===== src/hdl/assert_macros.svh =====
// ----------------------------------------------------------------------------
// Assertion macros
// Shared concurrent assertion forms used by lesf_dp_stage.
// ----------------------------------------------------------------------------
`ifndef ASSERT_MACROS_SVH
`define ASSERT_MACROS_SVH

// property checked on every rising edge, masked during reset
`define ASSERT_CLK(lbl, clk, rst, prop, msg) \
   lbl: assert property (@(posedge clk) disable iff (rst) prop) else $error(msg);

// condition that must never be seen
`define ASSERT_NEVER(lbl, clk, rst, expr, msg) \
   `ASSERT_CLK(lbl, clk, rst, !(expr), msg)

`endif


===== src/hdl/lesf_pkg.sv =====
// ----------------------------------------------------------------------------
// lesf_pkg
// Types, widths and helpers for the largest empty square finder.
// ----------------------------------------------------------------------------
package lesf_pkg;

   localparam int MAX_COLS = 1024;
   localparam int MAX_ROWS = 4096;

   localparam int COL_W  = (MAX_COLS > 1) ? $clog2(MAX_COLS) : 1;
   localparam int ROW_W  = (MAX_ROWS > 1) ? $clog2(MAX_ROWS) : 1;
   localparam int LEN_W  = COL_W + 1;
   localparam int CFG_W  = 11;
   localparam int CHAR_W = 8;
   localparam int SIZE_W = 11;

   localparam logic [SIZE_W-1:0] SIZE_SAT = '1;

   localparam int RSP_FIELDS_W = SIZE_W + ROW_W + COL_W;
   localparam int RSP_DATA_W   = ((RSP_FIELDS_W + 7) / 8) * 8;

   localparam logic [CFG_W-1:0]  ROW_LENGTH_RST = CFG_W'(1024);
   localparam logic [CHAR_W-1:0] OBSTACLE_RST   = CHAR_W'(111);

   typedef enum logic [0:0] {
      CSR_ROW_LENGTH = 1'b0,
      CSR_OBSTACLE   = 1'b1
   } csr_index_type;

   // cell on its way from the scan counters to the size stage
   typedef struct packed {
      logic [COL_W-1:0]  col;
      logic [ROW_W-1:0]  row;
      logic              row_nz;
      logic              skip;
      logic              blocked;
      logic              last;
      logic              ovf;
      logic              fwd;
      logic [SIZE_W-1:0] fwd_size;
   } item_type;

   typedef struct packed {
      logic              en;
      logic [COL_W-1:0]  addr;
      logic [SIZE_W-1:0] data;
   } lb_wr_type;

   function automatic logic [SIZE_W-1:0] min3_size(input logic [SIZE_W-1:0] a,
                                                   input logic [SIZE_W-1:0] b,
                                                   input logic [SIZE_W-1:0] c);
      logic [SIZE_W-1:0] m;
      m = (a < b) ? a : b;
      return (m < c) ? m : c;
   endfunction

endpackage


===== src/hdl/lesf_dp_stage.sv =====
// ----------------------------------------------------------------------------
// lesf_dp_stage
// Size of the square ending at each cell, best tracking and result register.
// ----------------------------------------------------------------------------
module lesf_dp_stage
   import lesf_pkg::*;
(
   input  logic              clock,
   input  logic              reset,
   input  logic              accept,
   input  item_type          item_in,
   input  logic [SIZE_W-1:0] rd_data,
   output lb_wr_type         wr,
   output logic              ready,
   input  logic              rsp_tready,
   output logic              rsp_valid,
   output logic [SIZE_W-1:0] square_size,
   output logic [ROW_W-1:0]  top_row,
   output logic [COL_W-1:0]  left_col,
   output logic              rows_exceeded
);

   logic              s1_valid_ff, s1_valid_in;
   item_type          item_ff;
   logic [SIZE_W-1:0] left_ff, left_in;
   logic [SIZE_W-1:0] diag_ff, diag_in;
   logic [SIZE_W-1:0] best_size_ff, best_size_in;
   logic [ROW_W-1:0]  best_row_ff, best_row_in;
   logic [COL_W-1:0]  best_col_ff, best_col_in;
   logic              rsp_valid_ff, rsp_valid_in;
   logic [SIZE_W-1:0] rsp_size_ff;
   logic [ROW_W-1:0]  rsp_row_ff;
   logic [COL_W-1:0]  rsp_col_ff;
   logic              rsp_ovf_ff;

   logic [SIZE_W-1:0] up, left, diag, m, size;
   logic              fire, upd;
   logic [SIZE_W-1:0] nb_size;
   logic [ROW_W-1:0]  nb_row;
   logic [COL_W-1:0]  nb_col;
   logic [ROW_W:0]    row_p1, size_r;
   logic [COL_W+1:0]  col_p1, size_c;
   logic [ROW_W-1:0]  top;
   logic [COL_W-1:0]  lft;

   always_comb begin
      up   = item_ff.row_nz ? (item_ff.fwd ? item_ff.fwd_size : rd_data) : '0;
      left = (item_ff.col != '0) ? left_ff : '0;
      diag = ((item_ff.col != '0) && item_ff.row_nz) ? diag_ff : '0;
      m    = min3_size(left, up, diag);
      if (item_ff.blocked) begin
         size = '0;
      end else if (m == SIZE_SAT) begin
         size = SIZE_SAT;
      end else begin
         size = m + SIZE_W'(1);
      end
   end

   assign fire  = s1_valid_ff && (!item_ff.last || !rsp_valid_ff || rsp_tready);
   assign ready = !s1_valid_ff || fire;

   assign upd     = !item_ff.skip && (size > best_size_ff);
   assign nb_size = upd ? size : best_size_ff;
   assign nb_row  = upd ? item_ff.row : best_row_ff;
   assign nb_col  = upd ? item_ff.col : best_col_ff;

   // top-left corner, clamped at zero
   always_comb begin
      row_p1 = {1'b0, nb_row} + (ROW_W+1)'(1);
      size_r = (ROW_W+1)'(nb_size);
      col_p1 = {2'b00, nb_col} + (COL_W+2)'(1);
      size_c = (COL_W+2)'(nb_size);
      top    = '0;
      lft    = '0;
      if (nb_size != '0) begin
         if (row_p1 >= size_r) begin
            top = ROW_W'(row_p1 - size_r);
         end
         if (col_p1 >= size_c) begin
            lft = COL_W'(col_p1 - size_c);
         end
      end
   end

   always_comb begin
      wr.en   = fire && !item_ff.skip;
      wr.addr = item_ff.col;
      wr.data = size;
   end

   always_comb begin
      s1_valid_in  = s1_valid_ff;
      left_in      = left_ff;
      diag_in      = diag_ff;
      best_size_in = best_size_ff;
      best_row_in  = best_row_ff;
      best_col_in  = best_col_ff;
      rsp_valid_in = rsp_valid_ff;
      if (accept) begin
         s1_valid_in = 1'b1;
      end else if (fire) begin
         s1_valid_in = 1'b0;
      end
      if (fire && !item_ff.skip) begin
         left_in = size;
         diag_in = up;
      end
      if (fire) begin
         if (item_ff.last) begin
            best_size_in = '0;
            best_row_in  = '0;
            best_col_in  = '0;
         end else begin
            best_size_in = nb_size;
            best_row_in  = nb_row;
            best_col_in  = nb_col;
         end
      end
      if (fire && item_ff.last) begin
         rsp_valid_in = 1'b1;
      end else if (rsp_tready) begin
         rsp_valid_in = 1'b0;
      end
   end

   always_ff @(posedge clock) begin
      if (reset) begin
         s1_valid_ff  <= 1'b0;
         left_ff      <= '0;
         diag_ff      <= '0;
         best_size_ff <= '0;
         best_row_ff  <= '0;
         best_col_ff  <= '0;
         rsp_valid_ff <= 1'b0;
      end else begin
         s1_valid_ff  <= s1_valid_in;
         left_ff      <= left_in;
         diag_ff      <= diag_in;
         best_size_ff <= best_size_in;
         best_row_ff  <= best_row_in;
         best_col_ff  <= best_col_in;
         rsp_valid_ff <= rsp_valid_in;
      end
   end

   always_ff @(posedge clock) begin
      if (accept) begin
         item_ff <= item_in;
      end
      if (fire && item_ff.last) begin
         rsp_size_ff <= nb_size;
         rsp_row_ff  <= top;
         rsp_col_ff  <= lft;
         rsp_ovf_ff  <= item_ff.ovf;
      end
   end

   assign rsp_valid     = rsp_valid_ff;
   assign square_size   = rsp_size_ff;
   assign top_row       = rsp_row_ff;
   assign left_col      = rsp_col_ff;
   assign rows_exceeded = rsp_ovf_ff;

`include "assert_macros.svh"

   `ASSERT_CLK(a_best_grows, clock, reset, (fire && !item_ff.last) |=> best_size_ff >= $past(best_size_ff), "best size shrank inside a map")
   `ASSERT_CLK(a_best_clear, clock, reset, (fire && item_ff.last) |=> best_size_ff == '0, "best size not cleared after end of map")
   `ASSERT_CLK(a_rsp_source, clock, reset, $rose(rsp_valid_ff) |-> $past(fire && item_ff.last), "result without an end-of-map word")
   `ASSERT_NEVER(a_skip_write, clock, reset, wr.en && item_ff.skip, "line buffer written past the row limit")

endmodule

===== config.mk =====
export PLATFORM = sky130hd
export DESIGN_NAME = lesf_dp_stage
export DESIGN_NICKNAME = d
export VERILOG_FILES = /design/src/hdl/lesf_pkg.sv /design/src/hdl/lesf_dp_stage.sv
export VERILOG_INCLUDE_DIRS = /design/src /design/src/hdl
export SDC_FILE = /design/constraint.sdc
export NUM_CORES = 1
export LEC_CHECK = 0
export BUFFER_PORTS_ARGS = -buffer_cell sky130_fd_sc_hd__buf_2
export CORE_AREA = 2 2 131 133
export DETAILED_ROUTE_END_ITERATION = 7
export DIE_AREA = 0 0 133 135
export PLACE_DENSITY = 0.84
export REMOVE_ABC_BUFFERS = 1
export SETUP_SLACK_MARGIN = 0.4
export SYNTH_ARGS = -nofsm -noshare
export SYNTH_HDL_FRONTEND = slang
export SYNTH_SLANG_ARGS = --single-unit
export TNS_END_PERCENT = 1

===== constraint.sdc =====
create_clock -name clock -period 13.17 [get_ports clock]
set_clock_uncertainty 0.1 [all_clocks]
set_input_delay 1.317 -clock clock [delete_from_list [all_inputs] [get_ports clock]]
set_output_delay 1.317 -clock clock [all_outputs]
set_load 0.01 [all_outputs]

## After elaboration in Yosys (flattened, before gate mapping)

Index checks and enable logic that the tools add are counted.

| cells by class | value |
|---|---|
| shifts and indexed selects | 0 |
| magnitude comparators | 5 |
| bitwise logic cells | 0 |
| div/mod/pow operators | 0 |
| equality and inequality tests | 1 |
| mux-type cells | 18 |
| $mul | 0 |
| add/subtract/negate cells | 5 |
| reductions and logical operators | 18 |

Operators by type and width:

| cell | count |
|---|---|
| two-way mux 11 bit | 10 |
| two-way mux 12 bit | 2 |
| < comparator 11 bit | 2 |
| two-way mux 10 bit | 2 |
| adder 12 x 1 -> 13 bit, second input constant | 1 |
| greater-or-equal comparator 13 x 11 -> 1 bit | 1 |
| subtractor 12 x 11 -> 12 bit | 1 |
| adder 10 x 1 -> 11 bit, second input constant | 1 |
| adder 11 x 1 -> 11 bit, second input constant | 1 |
| == test 11 bit, second input constant | 1 |
| greater-or-equal comparator 11 bit | 1 |
| > comparator 11 bit | 1 |
| nonzero test 11 bit | 1 |
| nonzero test 10 bit | 1 |
| subtractor 10 bit | 1 |
| logical AND 1 bit | 5 |
| logical NOT 1 bit | 4 |
| two-way mux 1 bit | 4 |
| AND reduction 2 bit | 2 |
| nonzero test 2 bit | 2 |
| logical OR 1 bit | 3 |

| storage, ports and cells | value |
|---|---|
| output and inout bits | 58 |
| bits in read-only memories | 0 |
| bits in latches | 0 |
| memories | 0 |
| logic and storage cells | 67 |
| memory bits (writable) | 0 |
| register bits after elaboration | 130 |
| bits of input ports | 54 |

## Depth between registers and ports, before layout

| logic depth | value |
|---|---|
| word-level depth | 15 |
| mapped depth | 60 |
| gate-level depth less buffers | 52 |

## Least setup slack after synthesis

OpenSTA, ideal clock, no wires.

| timing | value |
|---|---|
| path kind | input to register |
| start | input rd_data[8] |
| end | register rsp_row_ff[9] (netlist: top_row[9]) (data pin) |
| stages | 53 |
| library setup time | 0.276 ns |
| data arrival time | 12.957 ns |
| slack | -0.163 ns |
| cell sequence | mux2_2 -> nand2_1 -> ha_1 -> a211o_2 -> a221oi_4 -> o311ai_4 -> a31oi_1 -> clkbuf_1 -> clkbuf_1 -> o21ai_0 -> ha_1 -> a21o_1 -> a21o_1 -> a221oi_1 -> nand4_1 -> a211o_1 -> buf_6 -> nand2_1 -> [17 not listed] -> clkbuf_1 -> buf_2 -> buf_1 -> mux2_2 -> ha_1 -> ha_1 -> nor2b_1 -> o21ai_0 -> a21oi_1 -> o21ai_0 -> a21oi_1 -> o21ai_0 -> nand2b_1 -> and3_1 -> o31ai_1 -> nor3b_1 -> clkbuf_1 -> nor4_1 |

RTL lines:

| item | line | RTL |
|---|---|---|
| start, declared | lesf_dp_stage.sv:12 | `input logic [SIZE_W-1:0] rd_data,` |
| end signal, assigned | lesf_dp_stage.sv:153 | `rsp_row_ff <= top;` |
| end, declared | lesf_dp_stage.sv:32 | `logic [ROW_W-1:0] rsp_row_ff;` |

## Worst setup path in the final report

| timing | value |
|---|---|
| start | register item_ff (netlist bit wr[11]) |
| end | register rsp_row_ff[9] (netlist: top_row[9]) (data pin) |

| on the way | value |
|---|---|
| longest elaborated chain between the ends | 15 |
| elaborated cells between the ends (all ways) | 21 |
| classes of those cells | 3 x add/sub; 4 x order compare; 1 x eq/ne; 8 x mux; 5 x reduce/logical |

Ends and longest elaborated chain:

| item | line | RTL |
|---|---|---|
| start, declared | lesf_dp_stage.sv:24 | `item_type item_ff;` |
| start signal, assigned | lesf_dp_stage.sv:149 | `item_ff <= item_in;` |
| nonzero test 10 bit (*) | lesf_dp_stage.sv:48, lesf_dp_stage.sv:49 |  |
| two-way mux 11 bit | lesf_dp_stage.sv:48 | `left = (item_ff.col != '0) ? left_ff : '0;` |
| < comparator 11 bit | lesf_pkg.sv:53 | `m = (a < b) ? a : b;` |
| two-way mux 11 bit | lesf_pkg.sv:53 |  |
| < comparator 11 bit | lesf_pkg.sv:54 | `return (m < c) ? m : c;` |
| two-way mux 11 bit (*) | lesf_pkg.sv:54 |  |
| adder 11 x 1 -> 11 bit / == test 11 bit (equally long branches) | lesf_dp_stage.sv:56, lesf_dp_stage.sv:53 |  |
| two-way mux 11 bit (*) | lesf_dp_stage.sv:53 | `end else if (m == SIZE_SAT) begin` |
| two-way mux 11 bit (*) | lesf_dp_stage.sv:51 | `if (item_ff.blocked) begin` |
| > comparator 11 bit | lesf_dp_stage.sv:63 | `assign upd = !item_ff.skip && (size > best_size_ff);` |
| logical AND 1 bit | lesf_dp_stage.sv:63 |  |
| two-way mux 12 bit | lesf_dp_stage.sv:65 | `assign nb_row = upd ? item_ff.row : best_row_ff;` |
| adder 12 x 1 -> 13 bit | lesf_dp_stage.sv:70 | `row_p1 = {1'b0, nb_row} + (ROW_W+1)'(1);` |
| greater-or-equal comparator 13 x 11 -> 1 bit | lesf_dp_stage.sv:77 | `if (row_p1 >= size_r) begin` |
| AND reduction 2 bit (no line) | n/a |  |

Every way passes the cells marked *; elsewhere a longest branch is shown, timed or not.
A chain may end at the register's enable or synchronous reset.

==> metrics.md <==
| Metric | Value |
|---|---|
| CP Max Fanout | 26 |
| TritonCTS clock tree | yes |
| Top post-synthesis cells by area | edfxtp_1 26%, dfxtp_1 13%, ha_1 8.0% |
| Nets | 1167 |
| Die width | 133 um |
| Netlist cell types | 77 |
| Root Buffer | clkbuf_16 |
| Drt first pass iters | 6 |
| Hold_buf cts | 0 |
| Synth Instances | 940 |
| FMAX | 84.6 MHz |
| Die Ht | 135 um |
| First-pass GRT wire length | 38200 um |
| Core Footprint | 0.0164 sq mm |
| Area share of the largest cell type after synthesis | 0.256 |
| Hold crit path type | reg2reg |
| Kind of critical path | reg2reg |
| Initial core utilization | 0.521 |
| # DRC | 0 |
| Slew margin rel. | 0.140 |
| Worst Path Arrival | 11.88 ns |
| Clock buffer depth | 2 |
| Detailed placement HPWL | 18100 um |
| Largest net degree at the start of global routing | 58 |
| Layout area overhead | 17.4% |
| Register area share after synthesis | 0.390 |
| Worst-path clk slew | 0.06 ns |
| Worst path bufs/invs | 5 |
| DR vias | 7831 |
| Critical path's top delay family | compound AO/OA/AOI/OAI gates |
| CP peak stage delay | 0.52 ns |
| Main flop type after synthesis | edfxtp_1 |
| Period utilisation layout | 0.897 |
| H-tree Lvls | 4 |
| Final Cell Area | 0.0100 sq mm |
| Filler Cell Count | 1374 |
| Asr flop ratio synth | 0 |
| PortBufs | 111 |
| Final wirelength | 24300 um |
| Die ar. | 0.0180 sq mm |
| Routability cong. | 0.981 |
| Flops & latches, synth | 130 |
| Max-slew violations | 0 |
| Slew @ Worst Pin | 1.29 ns |
| GR Overflow Total | 0 |
| Final Hold Viols | 0 |
| Worst-skew pair later-pin latency | 0.43 ns |
| Post-DRT Antenna Nets | 0 |
| Commonest cells after routing, fill and taps aside | 111 x buf_2, 110 x nor2_1, 87 x nand2_1 |
| Unrepaired setup endpoints after global routing | no |
| CP Launch Type | flip-flop |
| Final setup viols | 0 |
| Max-capacitance violation count | 0 |
| Total global-route track usage | 0.272 |
| Yosys warns | 0 |
| DP Area | 0.00937 sq mm |
| Multi-input gate area | 0.00479 sq mm |
| Register-to-register setup slack | 1.36 ns |
| Min Tclk post-route | 11.81 ns |
| Cell Area, Synth | 0.00855 sq mm |
| Worst path most repeated cell | ha_1 |
| Std-Cell Rows | 47 |
| Crit path capture type | flip-flop |
| Routed WL per cell | 18.9 um |
| CP max-delay cell | edfxtp_1 |
| Status | finished clean |
| DRT iter0 DRCs | 977 |
| Synth area leader | edfxtp_1 |
| # clock sinks | 130 |
| Avg Cell Area, Syn | 9.10 sq um |
| Vias per cell | 6.08 |
| Antenna fix cells | 0 |
| CP Data Required Time | 13.24 ns |
| Reg area | 0.00333 sq mm |
| Post-synth EDFFs | 73 |
| Vias in the first global route | 7262 |
| Commonest non-fill, non-tap cell in the layout | buf_2 |
| Num CTS Buffers | 17 |
| Fraction of layout cells with a size suffix above 1 | 0.223 |
| Initial antenna violation count | 0 |
| I/O pin cnt | 112 |
[sequential cells by signal, summed over array words and instances (netlist names)]
| register | cells |
|---|---|
| best_size_ff | 11 |
| wr | 10 |
| best_row_ff | 12 |
| left_col | 10 |
| s1_valid_ff | 1 |
| left_ff | 11 |
| rsp_valid | 1 |
| square_size | 11 |
| item_ff | 29 |
| diag_ff | 11 |
| best_col_ff | 10 |
| top_row | 12 |
| rows_exceeded | 1 |
[routing by layer]
layer | track usage | routed length, um | up-vias
met3 | 0.0548 | 2050 | 62
met5 | 0 | 0 | -
met2 | 0.412 | 10700 | 415
met1 | 0.386 | 10900 | 3690
met4 | 0.0998 | 686 | 0
li1 | - | - | 3664
[through the flow]
stage	hold slack (ns)	TNS, ns	instances	utilization	worst slack (ns)
global placement	0.309	0	1256	0.571	1.03
global route	0.338	0	1289	0.612	0.439
CTS	0.324	0	1288	0.608	0.866
floorplan	0.300	-8.79	891	-	-0.669
detailed placement	0.308	0	1256	0.571	0.791
finish	0.322	0	1289	0.612	1.36
[cell usage after synthesis (26+ instances only)]
cell      count
nor2_1      110
nand2_1      87
edfxtp_1     73
a21oi_1      64
dfxtp_1      57
ha_1         55
inv_1        51
o21ai_0      37
a22oi_1      33
nand3_1      29
clkbuf_1     28
and3_1       26
[worst register-to-register path, delay by kind of cell (launching register included)]
family	cells	cell delay (ns)
and+or+nand+nor	15	2.93
DFF	1	0.52
AOI/OAI and AO/OA	23	4.94
muxes	2	0.48
adders and majority gates	6	1.59
buffers and inverters	5	1.00
[final timing paths]
check | start | end | depth (start not counted)
worst max-delay path | wr[11]$_DFFE_PP_ | top_row[9]$_SDFFCE_PN0P_ | 51
worst min-delay path | item_ff[12]$_DFFE_PP_ | rows_exceeded$_DFFE_PP_ | 0
worst max register to register | wr[11]$_DFFE_PP_ | top_row[9]$_SDFFCE_PN0P_ | 51
worst min register to register | item_ff[12]$_DFFE_PP_ | rows_exceeded$_DFFE_PP_ | 0
[layout make-up]
type / instances / area share
Clock inverter: 14 / 0.0163
Timing Repair Buffer: 146 / 0.0815
Clock buffer: 18 / 0.0449
Inverter: 54 / 0.0202
Tap cell: 220 / 0.0274
Multi-Input combinational cell: 707 / 0.477
Sequential cell: 130 / 0.332
[kinds of logic after synthesis]
kind of cell | count (synthesis) | synth area share
compound gates | 224 | 0.182
xor+xnor | 40 | 0.0410
fa+ha+maj | 57 | 0.0852
buf+inv | 103 | 0.0559
flops | 130 | 0.390
mux | 36 | 0.0443
simple gates | 350 | 0.202
[timing repair]
| action | in CTS | in global routing |
|---|---|---|
| resized for setup | 0 | 10 |
| endpoints found under the setup margin | 0 | 22 |
| setup buffers | 0 | 1 |
Power is not shown: default switching activity piles up to over one toggle a cycle in this logic, so the estimate is an artifact.
