--- config.mk ---
export PLATFORM = sky130hd
export DESIGN_NAME = lesf_scan
export DESIGN_NICKNAME = d
export VERILOG_FILES = /design/src/hdl/assert_macros.svh /design/src/hdl/lesf_pkg.sv /design/src/hdl/lesf_scan.sv
export SDC_FILE = /design/constraint.sdc
export NUM_CORES = 1
export LEC_CHECK = 0
export BUFFER_PORTS_ARGS = -buffer_cell sky130_fd_sc_hd__buf_4
export CORE_MARGIN = 2
export CORE_UTILIZATION = 50
export CTS_CLUSTER_DIAMETER = 120
export CTS_CLUSTER_SIZE = 40
export DETAILED_ROUTE_END_ITERATION = 10
export PLACE_DENSITY = 0.86
export SKIP_LAST_GASP = 1
export SLEW_MARGIN = 40
export SYNTH_ARGS = -nofsm -noshare
export SYNTH_HDL_FRONTEND = slang
export SYNTH_SLANG_ARGS = --single-unit
--- constraint.sdc ---
create_clock -name clock -period 5.05 [get_ports clock]
set_input_delay 0.505 -clock clock [delete_from_list [all_inputs] [get_ports clock]]
set_output_delay 0.505 -clock clock [all_outputs]
set_load 0.02 [all_outputs]
--- src/hdl/assert_macros.svh ---
// ----------------------------------------------------------------------------
// Assertion macros
// Shared concurrent assertion forms used by lesf_dp_stage.
// ----------------------------------------------------------------------------
`ifndef ASSERT_MACROS_SVH
`define ASSERT_MACROS_SVH

// property checked on every rising edge, masked during reset
`define ASSERT_CLK(lbl, clk, rst, prop, msg) \
   lbl: assert property (@(posedge clk) disable iff (rst) prop) else $error(msg);

// condition that must never be seen
`define ASSERT_NEVER(lbl, clk, rst, expr, msg) \
   `ASSERT_CLK(lbl, clk, rst, !(expr), msg)

`endif

--- src/hdl/lesf_pkg.sv ---
// ----------------------------------------------------------------------------
// lesf_pkg
// Types, widths and helpers for the largest empty square finder.
// ----------------------------------------------------------------------------
package lesf_pkg;

   localparam int MAX_COLS = 1024;
   localparam int MAX_ROWS = 4096;

   localparam int COL_W  = (MAX_COLS > 1) ? $clog2(MAX_COLS) : 1;
   localparam int ROW_W  = (MAX_ROWS > 1) ? $clog2(MAX_ROWS) : 1;
   localparam int LEN_W  = COL_W + 1;
   localparam int CFG_W  = 11;
   localparam int CHAR_W = 8;
   localparam int SIZE_W = 11;

   localparam logic [SIZE_W-1:0] SIZE_SAT = '1;

   localparam int RSP_FIELDS_W = SIZE_W + ROW_W + COL_W;
   localparam int RSP_DATA_W   = ((RSP_FIELDS_W + 7) / 8) * 8;

   localparam logic [CFG_W-1:0]  ROW_LENGTH_RST = CFG_W'(1024);
   localparam logic [CHAR_W-1:0] OBSTACLE_RST   = CHAR_W'(111);

   typedef enum logic [0:0] {
      CSR_ROW_LENGTH = 1'b0,
      CSR_OBSTACLE   = 1'b1
   } csr_index_type;

   // cell on its way from the scan counters to the size stage
   typedef struct packed {
      logic [COL_W-1:0]  col;
      logic [ROW_W-1:0]  row;
      logic              row_nz;
      logic              skip;
      logic              blocked;
      logic              last;
      logic              ovf;
      logic              fwd;
      logic [SIZE_W-1:0] fwd_size;
   } item_type;

   typedef struct packed {
      logic              en;
      logic [COL_W-1:0]  addr;
      logic [SIZE_W-1:0] data;
   } lb_wr_type;

   function automatic logic [SIZE_W-1:0] min3_size(input logic [SIZE_W-1:0] a,
                                                   input logic [SIZE_W-1:0] b,
                                                   input logic [SIZE_W-1:0] c);
      logic [SIZE_W-1:0] m;
      m = (a < b) ? a : b;
      return (m < c) ? m : c;
   endfunction

endpackage

--- src/hdl/lesf_scan.sv ---
// ----------------------------------------------------------------------------
// lesf_scan
// Column, row and overflow counters; issues the line buffer read per word.
// ----------------------------------------------------------------------------
module lesf_scan
   import lesf_pkg::*;
(
   input  logic              clock,
   input  logic              reset,
   input  logic              accept,
   input  logic [CHAR_W-1:0] cell_char,
   input  logic              last,
   input  logic [CFG_W-1:0]  row_length,
   input  logic [CHAR_W-1:0] obstacle_char,
   input  lb_wr_type         wr,
   output logic [COL_W-1:0]  rd_addr,
   output item_type          item
);

   logic [COL_W-1:0] col_ff, col_in;
   logic [ROW_W-1:0] row_ff, row_in;
   logic             ovf_ff, ovf_in;
   logic [LEN_W-1:0] len;
   logic             row_end;
   logic             last_row;

   always_comb begin
      if (row_length == '0) begin
         len = LEN_W'(1);
      end else if (int'(row_length) > MAX_COLS) begin
         len = LEN_W'(MAX_COLS);
      end else begin
         len = LEN_W'(row_length);
      end
   end

   assign row_end  = ({1'b0, col_ff} + LEN_W'(1)) >= len;
   assign last_row = int'(row_ff) >= (MAX_ROWS - 1);

   always_comb begin
      col_in = col_ff;
      row_in = row_ff;
      ovf_in = ovf_ff;
      if (accept) begin
         if (last) begin
            col_in = '0;
            row_in = '0;
            ovf_in = 1'b0;
         end else if (row_end) begin
            col_in = '0;
            if (last_row) begin
               ovf_in = 1'b1;
            end else begin
               row_in = row_ff + ROW_W'(1);
            end
         end else begin
            col_in = col_ff + COL_W'(1);
         end
      end
   end

   always_ff @(posedge clock) begin
      if (reset) begin
         col_ff <= '0;
         row_ff <= '0;
         ovf_ff <= 1'b0;
      end else begin
         col_ff <= col_in;
         row_ff <= row_in;
         ovf_ff <= ovf_in;
      end
   end

   assign rd_addr = col_ff;

   always_comb begin
      item.col      = col_ff;
      item.row      = row_ff;
      item.row_nz   = (row_ff != '0);
      item.skip     = ovf_ff;
      item.blocked  = (cell_char == obstacle_char);
      item.last     = last;
      item.ovf      = ovf_ff | (row_end & last_row);
      // write to the same column lands in this cycle; the read misses it
      item.fwd      = wr.en && (wr.addr == col_ff);
      item.fwd_size = wr.data;
   end

endmodule

Yosys cells after proc, flatten, opt, wreduce, memory -nomap -nowiden --
Cells that the tools add are included.
Word-level totals: bits in registers 23, input bits 53
Operators by class: add/sub/neg operators 3, magnitude comparators 3, eq/ne operators 3, muxes and demuxes 10, bitwise operators 2, reduce and logical (&&, ||, !) cells 7
Operator list (number):
- 12-bit two-way mux | 3
- 11-bit two-way mux | 2
- 10-bit two-way mux | 2
- 12-bit by 1-bit adder with 12-bit output (second input constant) | 1
- 12-bit greater-or-equal comparator (second input constant) | 1
- 12-bit nonzero test | 1
- 10-bit by 1-bit adder with 11-bit output (second input constant) | 1
- 11-bit greater-or-equal comparator | 1
- 11-bit greater-than comparator (second input constant) | 1
- 11-bit zero test | 1
- 10-bit by 1-bit adder with 10-bit output (second input constant) | 1
- 10-bit equality test | 1
- 8-bit equality test | 1
- 3-bit AND reduction | 2
- 2-bit nonzero test | 2
- 1-bit two-way mux | 3
- 2-bit != test (second input constant) | 1
- 1-bit AND | 1
- 1-bit logical AND | 1
- 1-bit bitwise OR | 1

Longest topological paths before layout --
Gate-level depths: netlist (run 1).
word-level depth 6, depth in mapped cells 14

Least setup slack after synthesis (run 1) --
No wires, ideal clock.
path kind register -> register, start point reg col_ff[2] (netlist: rd_addr[2]), end point reg row_ff[2], library setup time 132 ps, data arrival time 2897 ps, path slack 2021 ps, stages on the path, launching flop included 15, buffers on the path 3, clock period less this slack 3029 ps, path through dfxtp_1 -> clkbuf_1 -> and3_1 -> nand3_1 -> nor2_1 -> xnor2_1 -> ha_1 -> nand4_1 -> nor3_2 -> a21oi_2 -> and2_4 -> buf_6 -> clkbuf_1 -> o311ai_0 -> a21oi_1
Between the ends: cells in the longest elaborated chain, start to end 4
Ends and longest elaborated chain:
- from (decl) | RTL line lesf_scan.sv:20 | logic [COL_W-1:0] col_ff, col_in;
- from (signal assigned) | RTL line lesf_scan.sv:68 | col_ff <= col_in;
- 10-bit by 1-bit adder with 11-bit output | RTL line lesf_scan.sv:37 | assign row_end = ({1'b0, col_ff} + LEN_W'(1)) >= len;
- 11-bit greater-or-equal comparator | RTL line lesf_scan.sv:37
- 2-bit nonzero test (no source line)
- 3-bit AND reduction (no source line)
- to (signal assigned) | RTL line lesf_scan.sv:69 | row_ff <= row_in;
- to (decl) | RTL line lesf_scan.sv:21 | logic [ROW_W-1:0] row_ff, row_in;
Every way passes these cells. A chain may end at the register's enable or synchronous reset.

==> out/results.ini, run 1 <==
[final_layout]
area_growth_syn_to_layout_pct = 22.5
antenna_cells = 0
postLayoutCellArea_um2 = 2530
layout_commonest_cell = buf_4
final_cell_mix = buf_4, nand2_1, nor2_1
fin_nets = 388
drive_gt1_frac = 0.278

[clock_network]
root_buffer = clkbuf_8
htreeDepth = 1
cts_setup_buffers = 0
cts_tree = built
clk_pin_slew_worst_paths_ns = 0.08
clock_path_buffers = 2
ctsResizeCount = 0
ctsHoldBuffers = 0
cts.sinks = 23
cts_buffers = 3
clk_latency_ns = 0.27

[sta]
period_minus_slack_ns = 3.50
tns_ns = 0
finClkSkew_ns = 0.00131
setup_slack_ns = 1.55
maxSlewViolCount = 0
fin_crit_sh = 0.694
worstMarginPinSlew_ns = 0.598
fmax_ghz = 0.285
rsz0062_at_grt = false
hold_viol = 0
setup_viol = 0
hold_ws_ns = 0.523
max_slew_margin = 0.600

[logic_synthesis]
syn_area_per_cell_um2 = 7.52
yosysSeqAreaShare = 0.223
synth-warning-count = 0
yosysTopAreaCell = dfxtp_1
synth_cells = 275
netlist_area_um2 = 2070
synth-seq-cells = 23
syn_nets = 342
synth_area_leaders = dfxtp_1, xnor2_1, ha_1
synthDistinctLibCells = 40
synth.top_cell.area_share = 0.223

[power]
power_frac_clock = 0.310
swShare = 0.272
peakVddDrop_mv = 0.0877
p_sw_uw = 104
intPower_uw = 278
pwr-share-seq = 0.481
p_per_area_nw_per_um2 = 151
total_power_uw = 382
leakagePower_uw = 0.00109
p_comb_frac = 0.209

[global_routing]
antenna_found_initial = 0
grt_pass1_vias = 1979
grt_pass1_wl_um = 8830
grt_max_degree = 25
grt-ovfl-total = 0
grtUsageTotal = 0.243

[route]
top_layer_used = met4
viasPerCell = 5.98
num_vias = 2212
first_pass_iters = 5
routed_wl_um = 5560
met2WireLength_um = 2790
drc = 0
dr_wl_met3_um = 426
drtAntennaViolNets = 0
drt-initial-drc-count = 254
met1_length_um = 2270
routedWlPerCell_um = 15.0

[setup_path]
cp_data_arrival_time_ns = 3.00
cp.required_ns = 4.55
critical_path.endpoint_type = output port
r2r_slack_ns = 1.93
start_kind = flop
path_max_fanout = 9
max_stage_delay_ns = 0.52
r2r_cells = 11
slowest_stage = dfxtp_1
cpMostUsedCell = ha_1
path_class = reg2out
path_cells = ha_1, nand4_1, nor2_1, xor2_1, ha_1, a21oi_1, o21ai_1, a21oi_2, nand2_1, a21o_1, buf_4

[placed_design]
hpwl_um = 4190
dp_slack_ns = 1.90
dpl_cell_area_um2 = 2490
globalplace.congestion = 0.871
portBuffers = 79

[status]
status = finished, final reports clean

[floorplan]
num_rows = 23
io_pins = 102
dieWidth_um = 68.3
core_um2 = 4000
die_y_um = 68.3
dieArea_um2 = 4670
initial_core_util = 0.517

[min_path]
hp-class = reg2reg
min_path_cells = 2

[flow_run]
drv_cap = 0

==> cell usage after synthesis (all sizes together) <==
master / instances
a21oi: 16
xnor2: 22
a2111oi: 1
nor4b: 1
dfxtp: 23
ha: 14
and2: 1
nor2: 25
or3: 2
a21o: 1
and3: 7
nor4: 3
a211oi: 2
and4b: 1
or4: 1
o311ai: 8
nand3: 17
buf: 26
nand4b: 1
o21ai: 8
nand2: 25
a32oi: 6
a31oi: 10
clkinv: 1
nand4: 13
mux2i: 2
xor2: 4
nand2b: 2
inv: 9
clkbuf: 12
nor3: 7
nor2b: 3
a311oi: 1
==> critical path: cells and delay by family, from the launching register on <==
family          cells  cell delay, ns
xor+xnor            1            0.22
compound gates      4            0.62
simple gates        3            0.60
buf+inv             1            0.15
flops               1            0.52
fa+ha+maj           2            0.62
==> logic make-up after synthesis <==
group,count (synthesis),share of synthesized area
compound gates,53,0.172
xor+xnor,26,0.110
fa+ha+maj,14,0.0847
buf+inv,48,0.133
flops,23,0.223
mux,2,0.00968
simple gates,109,0.268
==> layer usage <==
metal / track usage / up-vias
met3: 0.0214 / 9
met5: 0 / -
met1: 0.309 / 1011
met2: 0.427 / 133
met4: 0.0850 / 0
li1: - / 1059
==> final timing paths <==
kind,start,to
hold / removal,ovf_ff$_SDFFE_PP0P_,ovf_ff$_SDFFE_PP0P_
setup reg to reg,rd_addr[0]$_SDFFE_PP0P_,row_ff[3]$_SDFFE_PP0P_
setup / recovery,rd_addr[0]$_SDFFE_PP0P_,item[12]
hold reg to reg,ovf_ff$_SDFFE_PP0P_,ovf_ff$_SDFFE_PP0P_
==> sequential cells by signal, indices dropped and copies added (netlist names) <==
register  flops
ovf_ff        1
rd_addr      10
row_ff       12
==> cell type report <==
class | instances | area [um^2]
clock buffer | 4 | 45.0
fill | 360 | 1470
inverter | 10 | 37.5
multi-input combinational | 204 | 1340
sequential | 23 | 460
tap | 50 | 62.6
timing repair buffer | 79 | 593
==> per-stage QoR <==
step | util | std cells
floorplan | - | 275
global placement | 0.622 | 366
detailed placement | 0.622 | 366
CTS | 0.633 | 370
global route | 0.633 | 370
finish | 0.633 | 370
==> power by group through the flow <==
| stage | sequential [uW] | combinational [uW] | clock [uW] |
|---|---|---|---|
| 2_1_floorplan | 188 | 53.0 | 0 |
| 3_3_place_gp | 188 | 77.0 | 0 |
| 4_1_cts | 184 | 79.1 | 119 |
| 6_report | 184 | 79.9 | 118 |
| 3_5_place_dp | 188 | 79.0 | 0 |
| 5_1_grt | 184 | 86.7 | 125 |
No activity file was read; power rests on OpenSTA's default activity.
==> run 2, diff against run 1 <==
--- a/config.mk
+++ b/config.mk
@@ -7,11 +7,11 @@
 export LEC_CHECK = 0
 export BUFFER_PORTS_ARGS = -buffer_cell sky130_fd_sc_hd__buf_4
 export CORE_MARGIN = 2
-export CORE_UTILIZATION = 50
+export CORE_UTILIZATION = 47
 export CTS_CLUSTER_DIAMETER = 120
 export CTS_CLUSTER_SIZE = 40
 export DETAILED_ROUTE_END_ITERATION = 10
-export PLACE_DENSITY = 0.86
+export PLACE_DENSITY = 0.82
 export SKIP_LAST_GASP = 1
 export SLEW_MARGIN = 40
 export SYNTH_ARGS = -nofsm -noshare
==> constraint.sdc (replaced) <==
create_clock -name clock -period 3.5 [get_ports clock]
set_input_delay 0.35 -clock clock [delete_from_list [all_inputs] [get_ports clock]]
set_output_delay 0.35 -clock clock [all_outputs]
set_load 0.02 [all_outputs]
==> out/results.ini, run 2 (synthesized netlist as in run 1, its figures left out) <==
[global_routing]
grt_max_degree = 25  ; unchanged
antenna_found_initial = 0  ; unchanged
grt-ovfl-total = 0  ; unchanged
grt_pass1_wl_um = 9110  ; +3.1%
grt_pass1_vias = 2012  ; +1.7%
grtUsageTotal = 0.220  ; -0.0229

[final_layout]
postLayoutCellArea_um2 = 2550  ; +0.49%
antenna_cells = 0  ; unchanged
area_growth_syn_to_layout_pct = 23.1
final_cell_mix = buf_4, nand2_1, nor2_1
fin_nets = 389  ; +0.26%
layout_commonest_cell = buf_4
drive_gt1_frac = 0.287  ; +0.00848
top_register = row_ff
nFillCells = 417  ; +16%
largest_reg_flops = 12  ; unchanged

[min_path]
min-delay-start = reset
hp-class = in2reg
min_path_cells = 2  ; unchanged
holdPathEnd = rd_addr[0]$_SDFFE_PP0P_

[placed_design]
dpl_cell_area_um2 = 2500  ; +0.40%
portBuffers = 79  ; unchanged
hpwl_um = 4170  ; -0.54%
globalplace.congestion = 0.896  ; +2.8%

[clock_network]
clock_path_buffers = 2  ; unchanged
cts_tree = built
clk_pin_slew_worst_paths_ns = 0.08  ; about the same
root_buffer = clkbuf_8
cts_buffers = 3  ; unchanged
htreeDepth = 1  ; unchanged
cts.sinks = 23  ; unchanged
clk_latency_ns = 0.26  ; about the same

[route]
top_layer_used = met4
met1_length_um = 2380  ; +4.7%
routedWlPerCell_um = 14.6  ; -2.9%
routed_wl_um = 5450  ; -2.1%
first_pass_iters = 7  ; +2
drc = 0  ; unchanged
dr_wl_met3_um = 432  ; +1.4%
num_vias = 2179  ; -1.5%
viasPerCell = 5.84  ; -2.3%
drtAntennaViolNets = 0  ; unchanged
drt-initial-drc-count = 272  ; +7.1%
met2WireLength_um = 2590  ; -7.2%

[sta]
maxSlewViolCount = 0  ; unchanged
fin_crit_sh = 0.926
max_slew_margin = 0.425  ; -0.175
hold_viol = 0  ; unchanged
finClkSkew_ns = 0.000963  ; -0.000347 ns
hold_ws_ns = 0.395  ; -0.128 ns
fmax_ghz = 0.308
setup_viol = 0  ; unchanged
rsz0062_at_grt = false
worstMarginPinSlew_ns = 0.860  ; +0.261 ns
period_minus_slack_ns = 3.24
tns_ns = 0  ; unchanged

[status]
status = finished, final reports clean

[setup_path]
r2r_cells = 11  ; unchanged
cp.required_ns = 3.15  ; -1.40 ns
cp_data_arrival_time_ns = 2.89  ; -0.11 ns
r2r_slack_ns = 0.48  ; -1.45 ns
r2r_start = rd_addr[1]$_SDFFE_PP0P_
start_kind = flop
path_class = reg2out
critical_path.endpoint_type = output port
r2r_end = row_ff[3]$_SDFFE_PP0P_
path_max_fanout = 7  ; -2

[power]
power_frac_clock = 0.302  ; -0.008
pwr-share-seq = 0.487  ; +0.006
p_comb_frac = 0.211  ; +0.002
swShare = 0.268  ; -0.00446
total_power_uw = 545  ; +43%
leakagePower_uw = 0.00109  ; +0.53%
intPower_uw = 399  ; +44%
p_per_area_nw_per_um2 = 214  ; +42%
peakVddDrop_mv = 0.121  ; +38%
p_sw_uw = 146  ; +40%

[floorplan]
core_um2 = 4290  ; +7.4%
dieWidth_um = 70.3  ; +3.0%
io_pins = 102  ; unchanged
die_y_um = 70.3  ; +3.0%
initial_core_util = 0.482  ; -0.0354
num_rows = 24  ; +4.3%
dieArea_um2 = 4950  ; +6.0%

[flow_run]
drv_cap = 0  ; unchanged

==> run 2: cell types whose count changed in the layout (fill, tap and decap cells not counted), sizes merged <==
cell	change
buf	+1
clkbuf	-1
clkinv	+1
==> run 2: how the worst max path moves through the flow <==
stage                            start                      to  slack [ns]  cells after the start
2_1_floorplan  rd_addr[2]$_SDFFE_PP0P_  row_ff[2]$_SDFFE_PP0P_        0.47                     14
3_3_place_gp   rd_addr[0]$_SDFFE_PP0P_  row_ff[3]$_SDFFE_PP0P_        0.61                     11
3_5_place_dp   rd_addr[0]$_SDFFE_PP0P_  row_ff[3]$_SDFFE_PP0P_        0.51                     11
4_1_cts        rd_addr[0]$_SDFFE_PP0P_                item[12]        0.23                     11
5_1_grt        rd_addr[1]$_SDFFE_PP0P_                item[12]        0.03                     11
6_report       rd_addr[1]$_SDFFE_PP0P_                item[12]        0.26                     11
==> run 2: through the flow <==
stage	instances	util	worst slack, ns
2_1_floorplan	275	-	0.471
3_3_place_gp	369	0.581	0.610
3_5_place_dp	369	0.581	0.506
4_1_cts	373	0.592	0.232
5_1_grt	373	0.593	0.0319
6_report	373	0.593	0.258
==> run 2: worst max-delay path, cell delays in order, from the launching register on <==
cell and delay, ns:
dfxtp_1 0.49, ha_2 0.30, nand4_1 0.18, nor2_1 0.18, xor2_1 0.21, ha_1 0.28, nand4_1 0.13, nor3_2 0.07
a21oi_2 0.22, nand2_1 0.22, a21o_1 0.21, buf_4 0.15
==> run 2: final cells by class <==
type                    instances  area (um^2)  share of cell area
flip-flops and latches         23          462               0.181
multi-input cells             204         1340               0.524
inverters                      10         37.5              0.0147
repair buffers                 80          601               0.236
well taps                      52         65.1              0.0256
clock inverters                 1         5.00             0.00197
clock buffers                   3         41.3              0.0162
==> run 2: power groups by stage <==
| stage | clock network, uW | logic, uW | registers (uW) |
|---|---|---|---|
| after CTS | 167 | 115 | 265 |
| after global placement | 0 | 114 | 271 |
| after detailed placement | 0 | 114 | 271 |
| after global routing | 182 | 126 | 266 |
| final | 165 | 115 | 265 |
| after floorplan | 0 | 76.5 | 272 |
==> run 2: metal layers <==
layer  vias up  GRT usage
li1       1066          -
met1       994      0.295
met2       113      0.367
met3         6     0.0433
met4         0     0.0449
met5         -          0
==> run 2: what timing repair did <==
| item | 4_1_cts | 5_1_grt |
|---|---|---|
| hold buffers | 0 | 0 |
| setup endpoints to repair | 0 | 1 |
| setup buffers | 0 | 0 |
| gates resized for setup | 0 | 2 |
==> run 3, diff against run 2 <==
--- a/config.mk
+++ b/config.mk
@@ -7,11 +7,11 @@
 export LEC_CHECK = 0
 export BUFFER_PORTS_ARGS = -buffer_cell sky130_fd_sc_hd__buf_4
 export CORE_MARGIN = 2
-export CORE_UTILIZATION = 47
+export CORE_UTILIZATION = 50
 export CTS_CLUSTER_DIAMETER = 120
 export CTS_CLUSTER_SIZE = 40
 export DETAILED_ROUTE_END_ITERATION = 10
-export PLACE_DENSITY = 0.82
+export PLACE_DENSITY = 0.86
 export SKIP_LAST_GASP = 1
 export SLEW_MARGIN = 40
 export SYNTH_ARGS = -nofsm -noshare
==> constraint.sdc (replaced) <==
create_clock -name clock -period 3.8 [get_ports clock]
set_input_delay 0.38 -clock clock [delete_from_list [all_inputs] [get_ports clock]]
set_output_delay 0.38 -clock clock [all_outputs]
set_load 0.02 [all_outputs]
==> out/results.ini, run 3 (synthesized netlist as in run 1, its figures left out) <==
[sta]
tns_ns = 0  ; unchanged
maxSlewViolCount = 0  ; unchanged
rsz0062_at_grt = false
period_minus_slack_ns = 3.40
finClkSkew_ns = 0.00711  ; +0.00614 ns
hold_viol = 0  ; unchanged
max_slew_margin = 0.469  ; +0.0444
fin_crit_sh = 0.894
setup_viol = 0  ; unchanged
fmax_ghz = 0.294
worstMarginPinSlew_ns = 0.793  ; -0.0664 ns

[placed_design]
globalplace.congestion = 0.895  ; about the same
hpwl_um = 4240  ; +1.6%
dpl_cell_area_um2 = 2490  ; -0.40%
portBuffers = 79  ; unchanged

[route]
num_vias = 2208  ; +1.3%
drt-initial-drc-count = 267  ; -1.8%
routedWlPerCell_um = 14.8  ; +1.3%
drtAntennaViolNets = 0  ; unchanged
viasPerCell = 5.97  ; +2.2%
drc = 0  ; unchanged
routed_wl_um = 5470  ; +0.51%
first_pass_iters = 4  ; -3

[clock_network]
cts_buffers = 3  ; unchanged
cts.sinks = 23  ; unchanged
root_buffer = clkbuf_8
cts_setup_buffers = 0  ; unchanged
clk_latency_ns = 0.27  ; about the same
clock_path_buffers = 2  ; unchanged
clk_pin_slew_worst_paths_ns = 0.09  ; about the same
ctsHoldBuffers = 0  ; unchanged
ctsResizeCount = 0  ; unchanged
cts_tree = built
htreeDepth = 1  ; unchanged

[global_routing]
grt-ovfl-total = 0  ; unchanged
antenna_found_initial = 0  ; unchanged
grt_max_degree = 25  ; unchanged
grtUsageTotal = 0.249  ; +0.0283
grt_pass1_vias = 2077  ; +3.2%
grt_pass1_wl_um = 9010  ; -1.1%

[setup_path]
path_class = reg2out
critical_path.endpoint_type = output port
cp.required_ns = 3.42  ; +0.27 ns
start_kind = flop
cp_data_arrival_time_ns = 3.02  ; +0.13 ns
r2r_cells = 11  ; unchanged
path_max_fanout = 9  ; +2

[final_layout]
antenna_cells = 0  ; unchanged
nFillCells = 353  ; -15%
final_cell_mix = buf_4, nand2_1, nor2_1
layout_commonest_cell = buf_4
ff_latch_area_um2 = 460  ; -0.27%
postLayoutCellArea_um2 = 2530  ; -0.54%
largest_reg_flops = 12  ; unchanged
drive_gt1_frac = 0.278  ; -0.00848
fin_util = 0.633  ; +0.0401
top_register = row_ff
multi_input_area_um2 = 1330  ; -0.19%
area_growth_syn_to_layout_pct = 22.4
fin_nets = 388  ; -0.26%

[floorplan]
die_y_um = 68.3  ; -2.9%
num_rows = 23  ; -4.2%
io_pins = 102  ; unchanged
dieWidth_um = 68.3  ; -2.9%
core_um2 = 4000  ; -6.8%
initial_core_util = 0.517  ; +0.0354
dieArea_um2 = 4670  ; -5.7%

[min_path]
min_path_cells = 2  ; unchanged
hp-class = in2reg

[status]
status = finished, final reports clean

[power]
leakagePower_uw = 0.00109  ; -0.27%
peakVddDrop_mv = 0.189  ; +56%
p_per_area_nw_per_um2 = 200  ; -6.5%

[flow_run]
drv_cap = 0  ; unchanged

==> run 3: cell types whose count changed in the layout (fill, tap and decap cells not counted) <==
| cell | delta |
|---|---|
| buf_4 | -1 |
| dfxtp_1 | +1 |
| ha_2 | -1 |
| ha_1 | +1 |
| dfxtp_2 | -1 |
==> run 3: final cells by class <==
type / instances / share of cell area
Clock inverter: 1 / 0.00198
Sequential cell: 23 / 0.182
Tap cell: 50 / 0.0247
Multi-Input combinational cell: 204 / 0.526
Clock buffer: 3 / 0.0163
Inverter: 10 / 0.0148
Timing Repair Buffer: 79 / 0.234
==> run 3: power breakdown <==
part           total [uW]  switching [uW]  leakage, uW  internal (uW)
logic                 106            53.3     0.000881           52.8
registers             244            2.50     0.000185            242
clock network         156            83.1    0.0000255           73.4
==> run 3: worst paths after layout <==
| check | from | to | slack, ns |
|---|---|---|---|
| hold reg to reg | ovf_ff$_SDFFE_PP0P_ | ovf_ff$_SDFFE_PP0P_ | 0.52 |
| setup / recovery | rd_addr[0]$_SDFFE_PP0P_ | item[12] | 0.40 |
| setup reg to reg | rd_addr[0]$_SDFFE_PP0P_ | row_ff[3]$_SDFFE_PP0P_ | 0.66 |
| hold / removal | reset | rd_addr[0]$_SDFFE_PP0P_ | 0.42 |
==> run 3: through the flow <==
step	total power, uW	hold slack [ns]	std cells	setup WS [ns]
3_5_place_dp	355	0.503	366	0.756
4_1_cts	508	0.414	370	0.447
3_3_place_gp	352	0.494	366	0.904
5_1_grt	527	0.424	370	0.139
6_report	507	0.418	370	0.403
2_1_floorplan	321	0.462	275	0.771
==> run 3: critical path, cell delays in order (launching register included) <==
cell and delay (ns):
dfxtp_1 0.53, ha_1 0.32, nand4_1 0.21, nor2_1 0.19, xor2_1 0.21, ha_1 0.28
a21oi_1 0.14, o21ai_1 0.09, a21oi_2 0.20, nand2_1 0.22, a21o_1 0.21, buf_4 0.15
==> run 3: metal layers <==
layer,global-route usage,vias to the layer above,share of wire
met1,0.312,1018,0.41
met4,0.0625,0,0.012
met3,0.0477,12,0.083
li1,-,1061,-
met2,0.434,117,0.49
met5,0,-,0
